==> src/hdl/ebwc_pkg.sv <==
`timescale 1ns / 1ps

package ebwc_pkg;

  // Field widths of the channels and the configuration register.
  localparam int KIND_W     = 3;
  localparam int LBA_W      = 15;
  localparam int LEFT_W     = 16;
  localparam int LIMIT_W    = 16;
  localparam int STATUS_W   = 2;
  localparam int LINE_W     = 3;
  localparam int BLK_W      = 12;
  localparam int OFF_W      = 3;
  localparam int CNT_OUT_W  = 4;
  localparam int STAMP_W    = 32;

  // Widest index and tag that the parameter ranges allow.
  localparam int IDX_MAX_W  = 6;
  localparam int TAG_MAX_W  = 20;

  localparam int LINES_DEF             = 8;
  localparam int SECTORS_PER_BLOCK_DEF = 8;
  localparam int BLOCK_INDEX_BITS_DEF  = 12;

  localparam logic [LIMIT_W-1:0] LIMIT_RESET = 16'd2048;

  typedef enum logic [KIND_W-1:0] {
    KIND_READ       = 3'd0,
    KIND_WRITE      = 3'd1,
    KIND_FLUSH_SEL  = 3'd2,
    KIND_FLUSH_DONE = 3'd3,
    KIND_INVAL      = 3'd4
  } kind_t;

  localparam logic [STATUS_W-1:0] ST_OK       = 2'd0;
  localparam logic [STATUS_W-1:0] ST_RANGE    = 2'd1;
  localparam logic [STATUS_W-1:0] ST_BUSY     = 2'd2;
  localparam logic [STATUS_W-1:0] ST_NO_FLUSH = 2'd3;

  typedef enum logic [1:0] {
    S_IDLE,
    S_DIV,
    S_SEARCH,
    S_DECIDE
  } state_t;

  // Running search result passed from cell to cell.
  typedef struct packed {
    logic                 vld;
    logic                 hit;
    logic                 hit_dirty;
    logic [IDX_MAX_W-1:0] hit_idx;
    logic                 free_found;
    logic [IDX_MAX_W-1:0] free_idx;
    logic                 cln_found;
    logic [IDX_MAX_W-1:0] cln_idx;
    logic [STAMP_W-1:0]   cln_stamp;
    logic                 drt_found;
    logic [IDX_MAX_W-1:0] drt_idx;
    logic [STAMP_W-1:0]   drt_stamp;
    logic [TAG_MAX_W-1:0] drt_tag;
    logic [TAG_MAX_W-1:0] fl_tag;
    logic                 fl_vd;
  } tok_t;

  // Metadata update broadcast to all cells when a step commits.
  typedef struct packed {
    logic                 wr;
    logic                 alloc;
    logic [IDX_MAX_W-1:0] wr_idx;
    logic [TAG_MAX_W-1:0] tag;
    logic [STAMP_W-1:0]   stamp;
    logic                 clr;
    logic [IDX_MAX_W-1:0] clr_idx;
    logic                 clear_all;
  } upd_t;

endpackage

==> src/hdl/ebwc_in_if.sv <==
`timescale 1ns / 1ps

interface ebwc_in_if
  import ebwc_pkg::*;
  ();
  logic              valid;
  logic              ready;
  logic [KIND_W-1:0] kind;
  logic [LBA_W-1:0]  lba;
  logic [LEFT_W-1:0] sectors_left;
  logic              flush_ok;

  modport source (output valid, kind, lba, sectors_left, flush_ok, input ready);
  modport sink   (input valid, kind, lba, sectors_left, flush_ok, output ready);
endinterface

==> src/hdl/ebwc_out_if.sv <==
`timescale 1ns / 1ps

interface ebwc_out_if
  import ebwc_pkg::*;
  ();
  logic                 valid;
  logic                 ready;
  logic [STATUS_W-1:0]  status;
  logic                 from_line;
  logic [LINE_W-1:0]    line;
  logic [BLK_W-1:0]     block_index;
  logic [OFF_W-1:0]     sector_offset;
  logic                 fill_needed;
  logic [CNT_OUT_W-1:0] dirty_count;
  logic                 failed;

  modport source (output valid, status, from_line, line, block_index, sector_offset,
                  fill_needed, dirty_count, failed, input ready);
  modport sink   (input valid, status, from_line, line, block_index, sector_offset,
                  fill_needed, dirty_count, failed, output ready);
endinterface

==> src/hdl/ebwc_cell.sv <==
`timescale 1ns / 1ps

module ebwc_cell
  import ebwc_pkg::*;
#(
  parameter int TAG_W = BLOCK_INDEX_BITS_DEF
) (
  input  logic                 clk,
  input  logic                 rst_n,
  input  logic [IDX_MAX_W-1:0] cell_idx,
  input  logic [TAG_W-1:0]     req_tag,
  input  logic [IDX_MAX_W-1:0] flush_idx,
  input  upd_t                 upd,
  input  logic                 upd_en,
  input  tok_t                 tok_in,
  output tok_t                 tok_out,
  output logic                 line_vd
);

  logic [TAG_W-1:0]   tag_r;
  logic [STAMP_W-1:0] stamp_r;
  logic               valid_r;
  logic               dirty_r;
  tok_t               tok_r;
  tok_t               tok_nxt;

  always_comb begin
    tok_nxt = tok_in;
    if (!tok_in.hit && valid_r && (tag_r == req_tag)) begin
      tok_nxt.hit       = 1'b1;
      tok_nxt.hit_idx   = cell_idx;
      tok_nxt.hit_dirty = dirty_r;
    end
    if (!tok_in.free_found && !valid_r) begin
      tok_nxt.free_found = 1'b1;
      tok_nxt.free_idx   = cell_idx;
    end
    // Strict compare keeps the lower index on equal stamps.
    if (valid_r && !dirty_r && (!tok_in.cln_found || (stamp_r < tok_in.cln_stamp))) begin
      tok_nxt.cln_found = 1'b1;
      tok_nxt.cln_idx   = cell_idx;
      tok_nxt.cln_stamp = stamp_r;
    end
    if (valid_r && dirty_r && (!tok_in.drt_found || (stamp_r < tok_in.drt_stamp))) begin
      tok_nxt.drt_found = 1'b1;
      tok_nxt.drt_idx   = cell_idx;
      tok_nxt.drt_stamp = stamp_r;
      tok_nxt.drt_tag   = TAG_MAX_W'(tag_r);
    end
    if (flush_idx == cell_idx) begin
      tok_nxt.fl_tag = TAG_MAX_W'(tag_r);
      tok_nxt.fl_vd  = valid_r && dirty_r;
    end
  end

  always_ff @(posedge clk) begin
    if (!rst_n) begin
      tok_r <= '0;
    end else begin
      tok_r <= tok_nxt;
    end
  end

  always_ff @(posedge clk) begin
    if (!rst_n) begin
      tag_r   <= '0;
      stamp_r <= '0;
      valid_r <= 1'b0;
      dirty_r <= 1'b0;
    end else if (upd_en) begin
      if (upd.clear_all) begin
        tag_r   <= '0;
        stamp_r <= '0;
        valid_r <= 1'b0;
        dirty_r <= 1'b0;
      end else begin
        if (upd.wr && (upd.wr_idx == cell_idx)) begin
          stamp_r <= upd.stamp;
          dirty_r <= 1'b1;
          if (upd.alloc) begin
            valid_r <= 1'b1;
            tag_r   <= upd.tag[TAG_W-1:0];
          end
        end
        if (upd.clr && (upd.clr_idx == cell_idx)) begin
          dirty_r <= 1'b0;
        end
      end
    end
  end

  assign tok_out = tok_r;
  assign line_vd = valid_r && dirty_r;

endmodule

==> src/hdl/erase_block_writeback_cache_policy.sv <==
`timescale 1ns / 1ps

// Replacement policy and line metadata for a write-back cache of flash erase blocks.
// Requests arrive on in_chan (read, write, flush select, flush done, invalidate), and
// every request yields exactly one result on out_chan; both are valid/ready channels
// and a transfer happens on a clock edge with valid and ready high.
// sector_limit is written through cfg_we/cfg_wdata; the user must do so only while no
// request is in flight, as the block does not enforce it. Each line lives in one cell
// of a chain; a search token walks the chain one cell per cycle, collecting the hit,
// the first free line and the oldest clean and dirty lines. A request is taken only
// in the idle state; the block then divides the address, runs the token down the
// chain, decides and registers the result before it takes the next request, so the
// cell chain length sets the throughput. When the receiver stalls, the result waits
// in the output register and the block holds the finished step in its commit state,
// keeping in_chan.ready low. Synchronous active-low reset clears all lines, the age
// clock, the failed flag and the flush pointer, and loads sector_limit with 2048.
module erase_block_writeback_cache_policy
  import ebwc_pkg::*;
#(
  parameter int LINES             = LINES_DEF,
  parameter int SECTORS_PER_BLOCK = SECTORS_PER_BLOCK_DEF,
  parameter int BLOCK_INDEX_BITS  = BLOCK_INDEX_BITS_DEF
) (
  input  logic               clk,
  input  logic               rst_n,
  input  logic               cfg_we,
  input  logic [LIMIT_W-1:0] cfg_wdata,
  ebwc_in_if.sink            in_chan,
  ebwc_out_if.source         out_chan
);

  localparam int IW     = (LINES > 1) ? $clog2(LINES) : 1;
  localparam int CNT_W  = $clog2(LINES + 1);
  localparam int TAG_W  = BLOCK_INDEX_BITS;
  localparam int OW     = (SECTORS_PER_BLOCK > 1) ? $clog2(SECTORS_PER_BLOCK) : 1;
  // Exact division by a constant through a reciprocal multiply.
  localparam int DIV_L  = $clog2(SECTORS_PER_BLOCK);
  localparam int DIV_S  = LBA_W + DIV_L;
  localparam longint unsigned DIV_M =
    ((64'd1 << DIV_S) + SECTORS_PER_BLOCK - 1) / SECTORS_PER_BLOCK;
  localparam int MW     = LBA_W + 2;
  localparam int PW     = LBA_W + MW;
  localparam int QM_W   = LBA_W + 7;

  state_t state_r, state_nxt;

  logic [LIMIT_W-1:0] limit_r;
  logic [KIND_W-1:0]  kind_r;
  logic [LBA_W-1:0]   lba_r;
  logic               ok_r;
  logic               err_r;
  logic [LBA_W-1:0]   q_r;
  logic [OW-1:0]      off_r;
  logic               launch_r;
  tok_t               res_r;

  logic [STAMP_W-1:0] age_r, age_nxt;
  logic [CNT_W-1:0]   cnt_r, cnt_nxt;
  logic               failed_r, failed_nxt;
  logic [IW-1:0]      flush_line_r, flush_line_nxt;

  logic [PW-1:0]      prod;
  logic [QM_W-1:0]    qm;
  logic [LIMIT_W:0]   end_sum;
  logic               range_err;
  logic [TAG_W-1:0]   req_tag;
  logic               in_xfer;
  logic               commit;
  upd_t               upd;

  logic                 out_valid_r;
  logic [STATUS_W-1:0]  status_r, status_nxt;
  logic                 from_line_r, from_line_nxt;
  logic [LINE_W-1:0]    line_r, line_nxt;
  logic [BLK_W-1:0]     blk_r, blk_nxt;
  logic [OFF_W-1:0]     offset_r, offset_nxt;
  logic                 fill_r, fill_nxt;

  tok_t                 chain [LINES+1];
  logic [LINES-1:0]     line_vd;

  assign in_xfer = in_chan.valid && in_chan.ready;
  assign commit  = (state_r == S_DECIDE) && (!out_valid_r || out_chan.ready);

  // A request is in range when it is non-empty and ends at or below the limit.
  assign end_sum   = {1'b0, in_chan.sectors_left} + (LIMIT_W + 1)'(in_chan.lba);
  assign range_err = (in_chan.sectors_left == '0) || (end_sum > {1'b0, limit_r});

  assign prod    = PW'(lba_r) * PW'(MW'(DIV_M));
  assign qm      = QM_W'(q_r) * QM_W'(SECTORS_PER_BLOCK);
  assign req_tag = TAG_W'(q_r);

  always_ff @(posedge clk) begin
    if (!rst_n) begin
      limit_r <= LIMIT_RESET;
    end else if (cfg_we) begin
      limit_r <= cfg_wdata;
    end
  end

  always_ff @(posedge clk) begin
    if (in_xfer) begin
      kind_r <= in_chan.kind;
      lba_r  <= in_chan.lba;
      ok_r   <= in_chan.flush_ok;
      err_r  <= range_err;
    end
    if (state_r == S_DIV) begin
      q_r <= LBA_W'(prod >> DIV_S);
    end
    off_r <= OW'(lba_r - LBA_W'(qm));
    if ((state_r == S_SEARCH) && chain[LINES].vld) begin
      res_r <= chain[LINES];
    end
  end

  // Cell chain
  assign chain[0] = '{vld: launch_r, default: '0};

  for (genvar i = 0; i < LINES; i++) begin : g_cell
    ebwc_cell #(
      .TAG_W (TAG_W)
    ) u_cell (
      .clk       (clk),
      .rst_n     (rst_n),
      .cell_idx  (IDX_MAX_W'(i)),
      .req_tag   (req_tag),
      .flush_idx (IDX_MAX_W'(flush_line_r)),
      .upd       (upd),
      .upd_en    (commit),
      .tok_in    (chain[i]),
      .tok_out   (chain[i+1]),
      .line_vd   (line_vd[i])
    );
  end

  // Next state
  always_comb begin
    state_nxt = state_r;
    unique case (state_r)
      S_IDLE:   if (in_xfer) state_nxt = S_DIV;
      S_DIV:    state_nxt = S_SEARCH;
      S_SEARCH: if (chain[LINES].vld) state_nxt = S_DECIDE;
      S_DECIDE: if (commit) state_nxt = S_IDLE;
      default:  state_nxt = S_IDLE;
    endcase
  end

  // Outcome of the step and the metadata update it commits
  always_comb begin
    status_nxt     = ST_OK;
    from_line_nxt  = 1'b0;
    line_nxt       = '0;
    blk_nxt        = '0;
    offset_nxt     = '0;
    fill_nxt       = 1'b0;
    age_nxt        = age_r;
    cnt_nxt        = cnt_r;
    failed_nxt     = failed_r;
    flush_line_nxt = flush_line_r;
    upd            = '0;
    case (kind_r)
      KIND_READ: begin
        if (err_r) begin
          status_nxt = ST_RANGE;
        end else begin
          blk_nxt    = BLK_W'(req_tag);
          offset_nxt = OFF_W'(off_r);
          if (res_r.hit) begin
            line_nxt      = LINE_W'(res_r.hit_idx);
            from_line_nxt = res_r.hit_dirty;
          end
        end
      end
      KIND_WRITE: begin
        if (err_r) begin
          status_nxt = ST_RANGE;
        end else if (!res_r.hit && !res_r.free_found && !res_r.cln_found) begin
          status_nxt = ST_BUSY;
        end else begin
          blk_nxt    = BLK_W'(req_tag);
          offset_nxt = OFF_W'(off_r);
          age_nxt    = age_r + 1'b1;
          upd.wr     = 1'b1;
          upd.tag    = TAG_MAX_W'(req_tag);
          upd.stamp  = age_r + 1'b1;
          if (res_r.hit) begin
            upd.wr_idx = res_r.hit_idx;
          end else if (res_r.free_found) begin
            upd.wr_idx = res_r.free_idx;
            upd.alloc  = 1'b1;
          end else begin
            upd.wr_idx = res_r.cln_idx;
            upd.alloc  = 1'b1;
          end
          fill_nxt = upd.alloc;
          line_nxt = LINE_W'(upd.wr_idx);
          if (!(res_r.hit && res_r.hit_dirty)) begin
            cnt_nxt = cnt_r + 1'b1;
          end
        end
      end
      KIND_FLUSH_SEL: begin
        if (!res_r.drt_found) begin
          status_nxt = ST_NO_FLUSH;
        end else begin
          flush_line_nxt = IW'(res_r.drt_idx);
          line_nxt       = LINE_W'(res_r.drt_idx);
          blk_nxt        = BLK_W'(res_r.drt_tag);
        end
      end
      KIND_FLUSH_DONE: begin
        line_nxt = LINE_W'(flush_line_r);
        blk_nxt  = BLK_W'(res_r.fl_tag);
        if (ok_r) begin
          upd.clr     = 1'b1;
          upd.clr_idx = IDX_MAX_W'(flush_line_r);
          if (res_r.fl_vd) begin
            cnt_nxt = cnt_r - 1'b1;
          end
        end else begin
          failed_nxt = 1'b1;
        end
      end
      KIND_INVAL: begin
        upd.clear_all = 1'b1;
        age_nxt       = '0;
        cnt_nxt       = '0;
      end
      default: ;
    endcase
  end

  always_ff @(posedge clk) begin
    if (!rst_n) begin
      state_r      <= S_IDLE;
      launch_r     <= 1'b0;
      age_r        <= '0;
      cnt_r        <= '0;
      failed_r     <= 1'b0;
      flush_line_r <= '0;
      out_valid_r  <= 1'b0;
    end else begin
      state_r  <= state_nxt;
      launch_r <= (state_r == S_DIV);
      if (commit) begin
        age_r        <= age_nxt;
        cnt_r        <= cnt_nxt;
        failed_r     <= failed_nxt;
        flush_line_r <= flush_line_nxt;
        out_valid_r  <= 1'b1;
      end else if (out_chan.ready) begin
        out_valid_r <= 1'b0;
      end
    end
  end

  always_ff @(posedge clk) begin
    if (commit) begin
      status_r    <= status_nxt;
      from_line_r <= from_line_nxt;
      line_r      <= line_nxt;
      blk_r       <= blk_nxt;
      offset_r    <= offset_nxt;
      fill_r      <= fill_nxt;
    end
  end

  // Port outputs
  always_comb begin
    in_chan.ready          = (state_r == S_IDLE);
    out_chan.valid         = out_valid_r;
    out_chan.status        = status_r;
    out_chan.from_line     = from_line_r;
    out_chan.line          = line_r;
    out_chan.block_index   = blk_r;
    out_chan.sector_offset = offset_r;
    out_chan.fill_needed   = fill_r;
    out_chan.dirty_count   = CNT_OUT_W'(cnt_r);
    out_chan.failed        = failed_r;
  end

  // The kept dirty count always matches the dirty lines held in the cells.
  a_cnt_matches: assert property (@(posedge clk) disable iff (!rst_n)
    32'(cnt_r) == $countones(line_vd))
    else $error("dirty count out of step with the cells");

  a_tok_in_search: assert property (@(posedge clk) disable iff (!rst_n)
    chain[LINES].vld |-> (state_r == S_SEARCH))
    else $error("search token left the chain outside the search state");

  a_accept_starts: assert property (@(posedge clk) disable iff (!rst_n)
    in_xfer |=> (state_r == S_DIV) && !out_valid_r || (state_r == S_DIV))
    else $error("transfer did not start a step");

  a_flush_line_range: assert property (@(posedge clk) disable iff (!rst_n)
    32'(flush_line_r) < LINES)
    else $error("flush pointer beyond the last line");

  a_commit_loads_out: assert property (@(posedge clk) disable iff (!rst_n)
    commit |=> out_valid_r && (state_r == S_IDLE))
    else $error("committed step did not present a result");

endmodule
==> src/flat_wrapper.sv <==
// flat-port wrapper written by rule: the top's interface ports become plain ports
module erase_block_writeback_cache_policy_flat import ebwc_pkg::*;
#(
  parameter int LINES             = LINES_DEF,
  parameter int SECTORS_PER_BLOCK = SECTORS_PER_BLOCK_DEF,
  parameter int BLOCK_INDEX_BITS  = BLOCK_INDEX_BITS_DEF
)
  (clk, rst_n, cfg_we, cfg_wdata, in_chan_valid, in_chan_kind, in_chan_lba, in_chan_sectors_left, in_chan_flush_ok, in_chan_ready, out_chan_valid, out_chan_status, out_chan_from_line, out_chan_line, out_chan_block_index, out_chan_sector_offset, out_chan_fill_needed, out_chan_dirty_count, out_chan_failed, out_chan_ready);
  ebwc_in_if in_chan_i ();
  ebwc_out_if out_chan_i ();
  input  logic clk;
  input  logic rst_n;
  input  logic cfg_we;
  input  logic [LIMIT_W-1:0] cfg_wdata;
  input wire logic [$bits(in_chan_i.valid)-1:0] in_chan_valid;
  input wire logic [$bits(in_chan_i.kind)-1:0] in_chan_kind;
  input wire logic [$bits(in_chan_i.lba)-1:0] in_chan_lba;
  input wire logic [$bits(in_chan_i.sectors_left)-1:0] in_chan_sectors_left;
  input wire logic [$bits(in_chan_i.flush_ok)-1:0] in_chan_flush_ok;
  output wire logic [$bits(in_chan_i.ready)-1:0] in_chan_ready;
  output wire logic [$bits(out_chan_i.valid)-1:0] out_chan_valid;
  output wire logic [$bits(out_chan_i.status)-1:0] out_chan_status;
  output wire logic [$bits(out_chan_i.from_line)-1:0] out_chan_from_line;
  output wire logic [$bits(out_chan_i.line)-1:0] out_chan_line;
  output wire logic [$bits(out_chan_i.block_index)-1:0] out_chan_block_index;
  output wire logic [$bits(out_chan_i.sector_offset)-1:0] out_chan_sector_offset;
  output wire logic [$bits(out_chan_i.fill_needed)-1:0] out_chan_fill_needed;
  output wire logic [$bits(out_chan_i.dirty_count)-1:0] out_chan_dirty_count;
  output wire logic [$bits(out_chan_i.failed)-1:0] out_chan_failed;
  input wire logic [$bits(out_chan_i.ready)-1:0] out_chan_ready;
  assign in_chan_i.valid = in_chan_valid;
  assign in_chan_i.kind = in_chan_kind;
  assign in_chan_i.lba = in_chan_lba;
  assign in_chan_i.sectors_left = in_chan_sectors_left;
  assign in_chan_i.flush_ok = in_chan_flush_ok;
  assign in_chan_ready = in_chan_i.ready;
  assign out_chan_valid = out_chan_i.valid;
  assign out_chan_status = out_chan_i.status;
  assign out_chan_from_line = out_chan_i.from_line;
  assign out_chan_line = out_chan_i.line;
  assign out_chan_block_index = out_chan_i.block_index;
  assign out_chan_sector_offset = out_chan_i.sector_offset;
  assign out_chan_fill_needed = out_chan_i.fill_needed;
  assign out_chan_dirty_count = out_chan_i.dirty_count;
  assign out_chan_failed = out_chan_i.failed;
  assign out_chan_i.ready = out_chan_ready;
  erase_block_writeback_cache_policy #(.LINES(LINES), .SECTORS_PER_BLOCK(SECTORS_PER_BLOCK), .BLOCK_INDEX_BITS(BLOCK_INDEX_BITS)) u_core (.clk(clk), .rst_n(rst_n), .cfg_we(cfg_we), .cfg_wdata(cfg_wdata), .in_chan(in_chan_i), .out_chan(out_chan_i));
endmodule
==> config.mk <==
export PLATFORM = sky130hd
export DESIGN_NAME = erase_block_writeback_cache_policy_flat
export DESIGN_NICKNAME = d
export VERILOG_FILES = /design/src/hdl/ebwc_pkg.sv /design/src/hdl/ebwc_in_if.sv /design/src/hdl/ebwc_out_if.sv /design/src/hdl/ebwc_cell.sv /design/src/hdl/erase_block_writeback_cache_policy.sv /design/src/flat_wrapper.sv
export SDC_FILE = /design/constraint.sdc
export NUM_CORES = 2
export LEC_CHECK = 0
export BUFFER_PORTS_ARGS = -buffer_cell sky130_fd_sc_hd__buf_2
export CAP_MARGIN = 40
export CELL_PAD_IN_SITES_DETAIL_PLACEMENT = 1
export CELL_PAD_IN_SITES_GLOBAL_PLACEMENT = 1
export CORE_ASPECT_RATIO = 1.25
export CORE_UTILIZATION = 30
export CTS_CLUSTER_DIAMETER = 150
export DETAILED_ROUTE_END_ITERATION = 8
export PLACE_DENSITY = 0.59
export SYNTH_ARGS = -nofsm -noshare
export SYNTH_HDL_FRONTEND = slang
export SYNTH_SLANG_ARGS = --single-unit
export TNS_END_PERCENT = 100
==> constraint.sdc <==
create_clock -name clk -period 3.78 [get_ports clk]
set_input_delay 0.378 -clock clk [delete_from_list [all_inputs] [get_ports clk]]
set_output_delay 0.378 -clock clk [all_outputs]
set_load 0.02 [all_outputs]
After elaboration in Yosys (flattened, before gate mapping)
Cells that the tools add are included.
{"block": "classes", "addsub": 5, "mul": 0, "div_mod_pow": 0, "order_cmp": 15, "eq_ne": 44, "shift": 0, "muxes": 157, "bitwise_logic": 5, "n_reduce_logical": 225}
{"operator": "two-way mux 32 bit", "n": 18}
{"operator": "two-way mux 59 bit", "n": 8}
{"operator": "less-than comparator 32 bit", "n": 14}
{"operator": "two-way mux 39 bit", "n": 8}
{"operator": "two-way mux 12 bit", "n": 21}
{"operator": "two-way mux 60 bit", "n": 3}
{"operator": "== test 12 bit", "n": 8}
{"operator": "two-way mux 13 bit", "n": 7}
{"operator": "logical AND 1 bit", "n": 74}
{"operator": "two-way mux 7 bit", "n": 10}
{"operator": "two-way mux 8 bit", "n": 8}
{"operator": "one-hot mux 32 bit (2 select lines)", "n": 1}
{"operator": "OR reduction 2 bit", "n": 27}
{"operator": "== test 6 x 3 -> 1 bit, second input constant", "n": 8}
{"operator": "one-hot mux 12 bit (4 select lines)", "n": 1}
{"operator": "logical NOT 1 bit", "n": 47}
{"operator": "two-way mux 1 bit", "n": 46}
{"operator": "AND reduction 2 bit", "n": 20}
{"operator": "AND reduction 3 bit", "n": 11}
{"operator": "adder 32 x 1 -> 32 bit, second input constant", "n": 1}
{"operator": "nonzero test 3 bit", "n": 9}
{"operator": "== test 6 x 2 -> 1 bit, second input constant", "n": 4}
{"operator": "two-way mux 3 bit", "n": 8}
{"operator": "nonzero test 2 bit", "n": 11}
{"operator": "30 further kinds", "n": 78}
{"block": "totals", "reg_bits": 1477, "latchBits": 0, "ram_bits": 0, "romBits": 0, "word_cells": 667, "memories": 0}

Logic depth before layout (Yosys ltp)
{"block": "logic_depth", "depth_word": 11, "depth_mapped": 17, "ltp_nobuf": 17}

Modules after synthesis
A second synthesis with hierarchy kept.
{"block": "unflattened", "hier_cells": 8123, "hier_area_um2": 76723.6}
{"mod": "ebwc_cell", "n_inst": 8, "cells_each": 916, "area_per_inst_um2": 8523.2}
{"mod": "erase_block_writeback_cache_policy", "n_inst": 1, "cells_each": 795, "area_per_inst_um2": 8538.2}

Worst setup path before layout
No wires, ideal clock.
{"block": "synth_timing", "kind": "in2reg", "startpoint": "input in_chan_sectors_left[0]", "endpoint": "register u_core.err_r (data pin)", "setup_time_ns": 0.263, "arrival_ns": 3.016, "t_required_ns": 3.517, "setup_slack_ns": 0.500, "path_stages": 17, "path_buffers": 0, "path_cell_list": "ha_1 inv_1 fa_1 nor2b_1 o31a_1 nor2_1 o21ai_0 a41oi_1 nor2b_1 xnor2_1 ha_1 nand4_1 nand2b_1 nor3_1 o211ai_1 a21oi_1 o21ai_0"}
{"block": "synth_via", "elab_chain_cells": 3, "word_cells_on_any_way": 4, "cone_classes": "add/sub (1); order compare (1); reduce/logical (2)"}
{"item": "from (decl)", "line_no": "flat_wrapper.sv:18", "source": "input wire logic [$bits(in_chan_i.sectors_left)-1:0] in_chan_sectors_left;"}
{"item": "adder 16 x 15 -> 17 bit", "line_no": "erase_block_writeback_cache_policy.sv:86", "source": "assign end_sum = {1'b0, in_chan.sectors_left} + (LIMIT_W + 1)'(in_chan.lba);"}
{"item": "greater-than comparator 17 x 16 -> 1 bit", "line_no": "erase_block_writeback_cache_policy.sv:87", "source": "assign range_err = (in_chan.sectors_left == '0) || (end_sum > {1'b0, limit_r});"}
{"item": "logical OR 1 bit *", "line_no": "erase_block_writeback_cache_policy.sv:87"}
{"item": "named net u_core.range_err", "line_no": "erase_block_writeback_cache_policy.sv:65", "source": "logic range_err;"}
{"item": "to (signal assigned)", "line_no": "erase_block_writeback_cache_policy.sv:106", "source": "err_r <= range_err;"}
{"item": "to (decl)", "line_no": "erase_block_writeback_cache_policy.sv:51", "source": "logic err_r;"}
The timed path passes the listed nets; every way through them passes the cells marked *.
A chain may end at the register's enable or synchronous reset.

Worst setup path in the final report
{"block": "layout_timing", "startpoint": "input in_chan_lba[0]", "endpoint": "register u_core.err_r (data pin)"}
{"block": "layout_via", "elab_chain_cells": 3}
{"item": "from (decl)", "line_no": "flat_wrapper.sv:17", "source": "input wire logic [$bits(in_chan_i.lba)-1:0] in_chan_lba;"}
{"item": "adder 16 x 15 -> 17 bit", "line_no": "erase_block_writeback_cache_policy.sv:86"}
{"item": "greater-than comparator 17 x 16 -> 1 bit", "line_no": "erase_block_writeback_cache_policy.sv:87"}
{"item": "logical OR 1 bit", "line_no": "erase_block_writeback_cache_policy.sv:87"}
{"item": "named net u_core.range_err", "line_no": "erase_block_writeback_cache_policy.sv:65"}
The timed path passes the listed nets, and every way through them passes these cells.

==> results by group <==
Logic synthesis
  • Netlist Area Pre-Place: 0.0600 mm2
  • Post-synth ARST share: 0%
  • Cell variety after synth: 87
  • Post-synth EDFFs: 96
  • Post-synthesis mux area share: 5.54%
  • Area share of fa/ha/maj cells after synthesis: 9.91%
  • Post-synthesis sequential area ratio: 44.7%
  • Syn_nets: 7488
  • Post-synthesis compound-gate area fraction: 13.5%
  • Syn Inst Count: 6958
  • Seq cells post-synth: 1291
  • Synth Area in Simple Gates: 18.3%
  • Post-Synth XOR/XNOR Area: 2.00%
  • Syn avg cell area: 8.62 um2
  • Syn. warnings: 0
  • Combinational family with the most area after synthesis: simple AND/OR/NAND/NOR gates
  • Top_reg_cell synth: dfxtp_1

STA
  • Pins over their slew limit: 0
  • Min Hold Slack: 64.9 ps
  • Fin crit period: 3530 ps
  • Final-report setup violation count: 0
  • Worst-Margin Slew: 908 ps
  • Final Skew: 40.3 ps
  • Final worst-path cycle share: 93.3%
  • Fin. Hold Viols: 0
  • Fmax: 0.283 GHz
  • Slew headroom: 39.5%

Finish
  • Area grow syn2layout: 15.4%
  • Commonest non-fill, non-tap cell in the layout: nand2_1
  • Post-route cell area: 0.0692 mm2
  • Nets: 7530
  • Layout Cells excl Fill: 9707
  • Filler cells: 23105
  • Share of layout cells above drive strength 1: 8.25%
  • Commonest non-fill, non-tap cells in the layout: nand2_1 (1410), dfxtp_1 (1195), a21oi_1 (592)

Route
  • Final WL: 198000 um
  • Antenna-violating nets left: 0
  • First drt pass iteration count: 6
  • Vias/cell: 5.00
  • WL/cell: 20.3 um
  • DR iter-0 viols: 2439
  • Residual DRC: 0
  • Vias: 48523

CTS
  • Clock Path Buffers: 3
  • CTS Root Cell: clkbuf_16
  • CTS buffer count: 146
  • CTS tree: done
  • Clk slew on worst S/H paths: 60 ps
  • H-Tree Depth: 4
  • Clk_lat worst skew: 810 ps
  • TritonCTS Sinks: 1291

Floorplanning
  • IO Pins: 85
  • Rows: 183
  • Die H: 502 um
  • Die area: 0.202 mm2
  • CORE AREA: 0.199 mm2
  • Starting Density: 30.2%
  • Die Width: 402 um

Power
  • VDD IR-drop max: 0.000350 V
  • Power per standard cell area: 446 mW/mm2
  • Cell Int Power: 23.3 mW
  • Power share of the clock group: 47.8%
  • Sequential share of power: 46.1%
  • LEAKAGE: 25.9 nW
  • Combinational power share: 6.1%
  • Switching power share of the total: 24.7%
  • Switch Pwr: 7.61 mW

Worst setup path
  • Crit path from: in_chan_lba[0]
  • Critical path's top delay family: simple AND/OR/NAND/NOR gates
  • WP data required: 4320 ps
  • R2R Path Start: u_core.g_cell[3].u_cell.tok_out[111]$_SDFF_PN0_
  • Cells along the critical path: dlygate4sd3_1 -> buf_2 -> ha_1 -> inv_1 -> fa_1 -> nor2b_2 -> o31a_1 -> nor2_1 -> o21ai_0 -> buf_4 -> a41oi_1 -> nor2b_2 -> xnor2_1 -> ha_1 -> nand4_1 -> nand2b_1 -> nor3_2 -> o211ai_1 -> a21oi_1 -> o21ai_0
  • Slowest Stage Delay on Critical Path: 550 ps
  • CP Class: input port to register
  • CP startpoint kind: input port
  • Critical Path Sink Type: register
  • Worst Path Buf+Inv: 4
  • Crit path max fanout: 3
  • Worst Path Arrival: 4070 ps
  • Crit-path slowest cell: dlygate4sd3_1

Status
  • Status: finished clean

GRT
  • Vias in the first global route: 51104
  • Total GRT Usage: 19.5%
  • First-pass GRT wire length: 307000 um
  • Initial antenna violation count: 2
  • Largest net degree at the start of global routing: 172
  • Total gr overflow: 0

Flow run
  • Max-cap violations: 0

Placed design
  • Placed inst area: 0.0638 mm2
  • Post-DP HPWL: 146000 um
  • IO Port Bufs: 84
  • Post-Place Cells: 9404
  • Routability cong.: 0.831

Hold path
  • Hold crit path type: input port to register
  • Hold Crit Start: in_chan_sectors_left[15]
[layer usage]
metal | global-route usage, % | vias up | wire, um
met2 | 35.2 | 606 | 98700
met5 | 0 | - | 0
met1 | 23.7 | 24044 | 87200
met4 | 6.85 | 0 | 6520
li1 | - | 23606 | -
met3 | 2.25 | 267 | 5150
[cell type report]
type	count	area (um2)	area share, %
antenna	1	2.50	0.00362
clock buffer	207	4200	6.06
clock inverter	57	797	1.15
inverter	494	1860	2.69
multi-input combinational	4769	29800	43.1
sequential	1291	26800	38.7
tap	2590	3240	4.68
timing repair buffer	298	2500	3.61
[cell usage after synthesis (all sizes together) (16+ instances only)]
library cell | n | area [um2]
nand2 | 1420 | 5360
dfxtp | 1195 | 23900
a21oi | 614 | 3170
inv | 494 | 1850
ha | 472 | 5910
nor2 | 438 | 1660
mux2i | 330 | 3300
clkbuf | 282 | 1060
nand3 | 205 | 1030
o21ai | 174 | 875
and2 | 156 | 976
o31ai | 126 | 946
buf | 122 | 708
a21o | 104 | 781
edfxtp | 96 | 2880
xnor2 | 89 | 780
nand4 | 78 | 488
a211oi | 57 | 433
nor3 | 48 | 240
xor2 | 48 | 420
o21a | 47 | 353
a221oi | 41 | 365
o22ai | 32 | 200
nor2b | 31 | 194
and3 | 29 | 186
nand2b | 28 | 175
nor4 | 25 | 190
and4 | 19 | 166
a222oi | 16 | 160
[repair_timing]
item / CTS / global route
gates resized for setup: 0 / 3
setup buffers: 0 / 1
endpoints found under the setup margin: 0 / 1
endpoints found under the hold margin: 37 / 0
hold buffers: 37 / 0
[metrics by stage]
| stage | TNS (ps) | util (%) | setup slack (ps) | total power, mW |
|---|---|---|---|---|
| after global routing | -23.2 | 34.8 | -23.2 | 32.0 |
| after detailed placement | -9.95 | 32.1 | -9.95 | 16.4 |
| after global placement | -109 | 32.0 | -109 | 16.3 |
| after CTS | 0 | 34.8 | 302 | 31.3 |
| final | 0 | 34.8 | 252 | 30.9 |
| after floorplan | 0 | - | 500 | 15.5 |
[path summary, 6_finish.rpt]
check                           slack, ps                                               to  depth (start not counted)
worst max register to register        570  u_core.g_cell[4].u_cell.tok_out[105]$_SDFF_PN0_                          8
worst min register to register        340                          u_core.off_r[0]$_DFF_P_                          0
worst max-delay path                  250                           u_core.err_r$_DFFE_PP_                         20
worst min-delay path                   60                           u_core.err_r$_DFFE_PP_                          3
[cell families after synthesis]
| kind of cell | Yosys count |
|---|---|
| and+or+nand+nor | 2524 |
| AOI/OAI and AO/OA | 1302 |
| DFF | 1291 |
| buffers and inverters | 898 |
| adders and majority gates | 474 |
| muxes | 332 |
| xor gates and xnor gates | 137 |
[power groups by stage]
stage               sequential (mW)  combinational (mW)  clock, mW
floorplan                      14.3                1.14          0
global placement               14.6                1.74          0
detailed placement             14.5                1.85          0
CTS                            14.2                1.89       15.2
global route                   14.2                2.03       15.7
finish                         14.2                1.87       14.8
[registers in the layout, indices dropped and copies added (netlist names), 8 cells and up]
| signal | cells |
|---|---|
| u_core.g_cell.u_cell.tok_out | 764 |
| u_core.g_cell.u_cell.stamp_r | 256 |
| u_core.g_cell.u_cell.tag_r | 96 |
| u_core.res_r | 42 |
| u_core.age_r | 32 |
| u_core.limit_r | 16 |
| u_core.lba_r | 15 |
| u_core.out_chan.block_index | 12 |
| u_core.q_r | 12 |
| u_core.g_cell.u_cell.dirty_r | 8 |
| u_core.g_cell.u_cell.valid_r | 8 |
[worst reg2reg max path: cells and delay by family, from the launching register on]
family | cells | cell delay [ps]
fa+ha+maj | 1 | 310
buf+inv | 2 | 420
compound gates | 3 | 1130
flops | 1 | 370
simple gates | 2 | 830
Note: power is estimated with default switching activity, not from simulation.
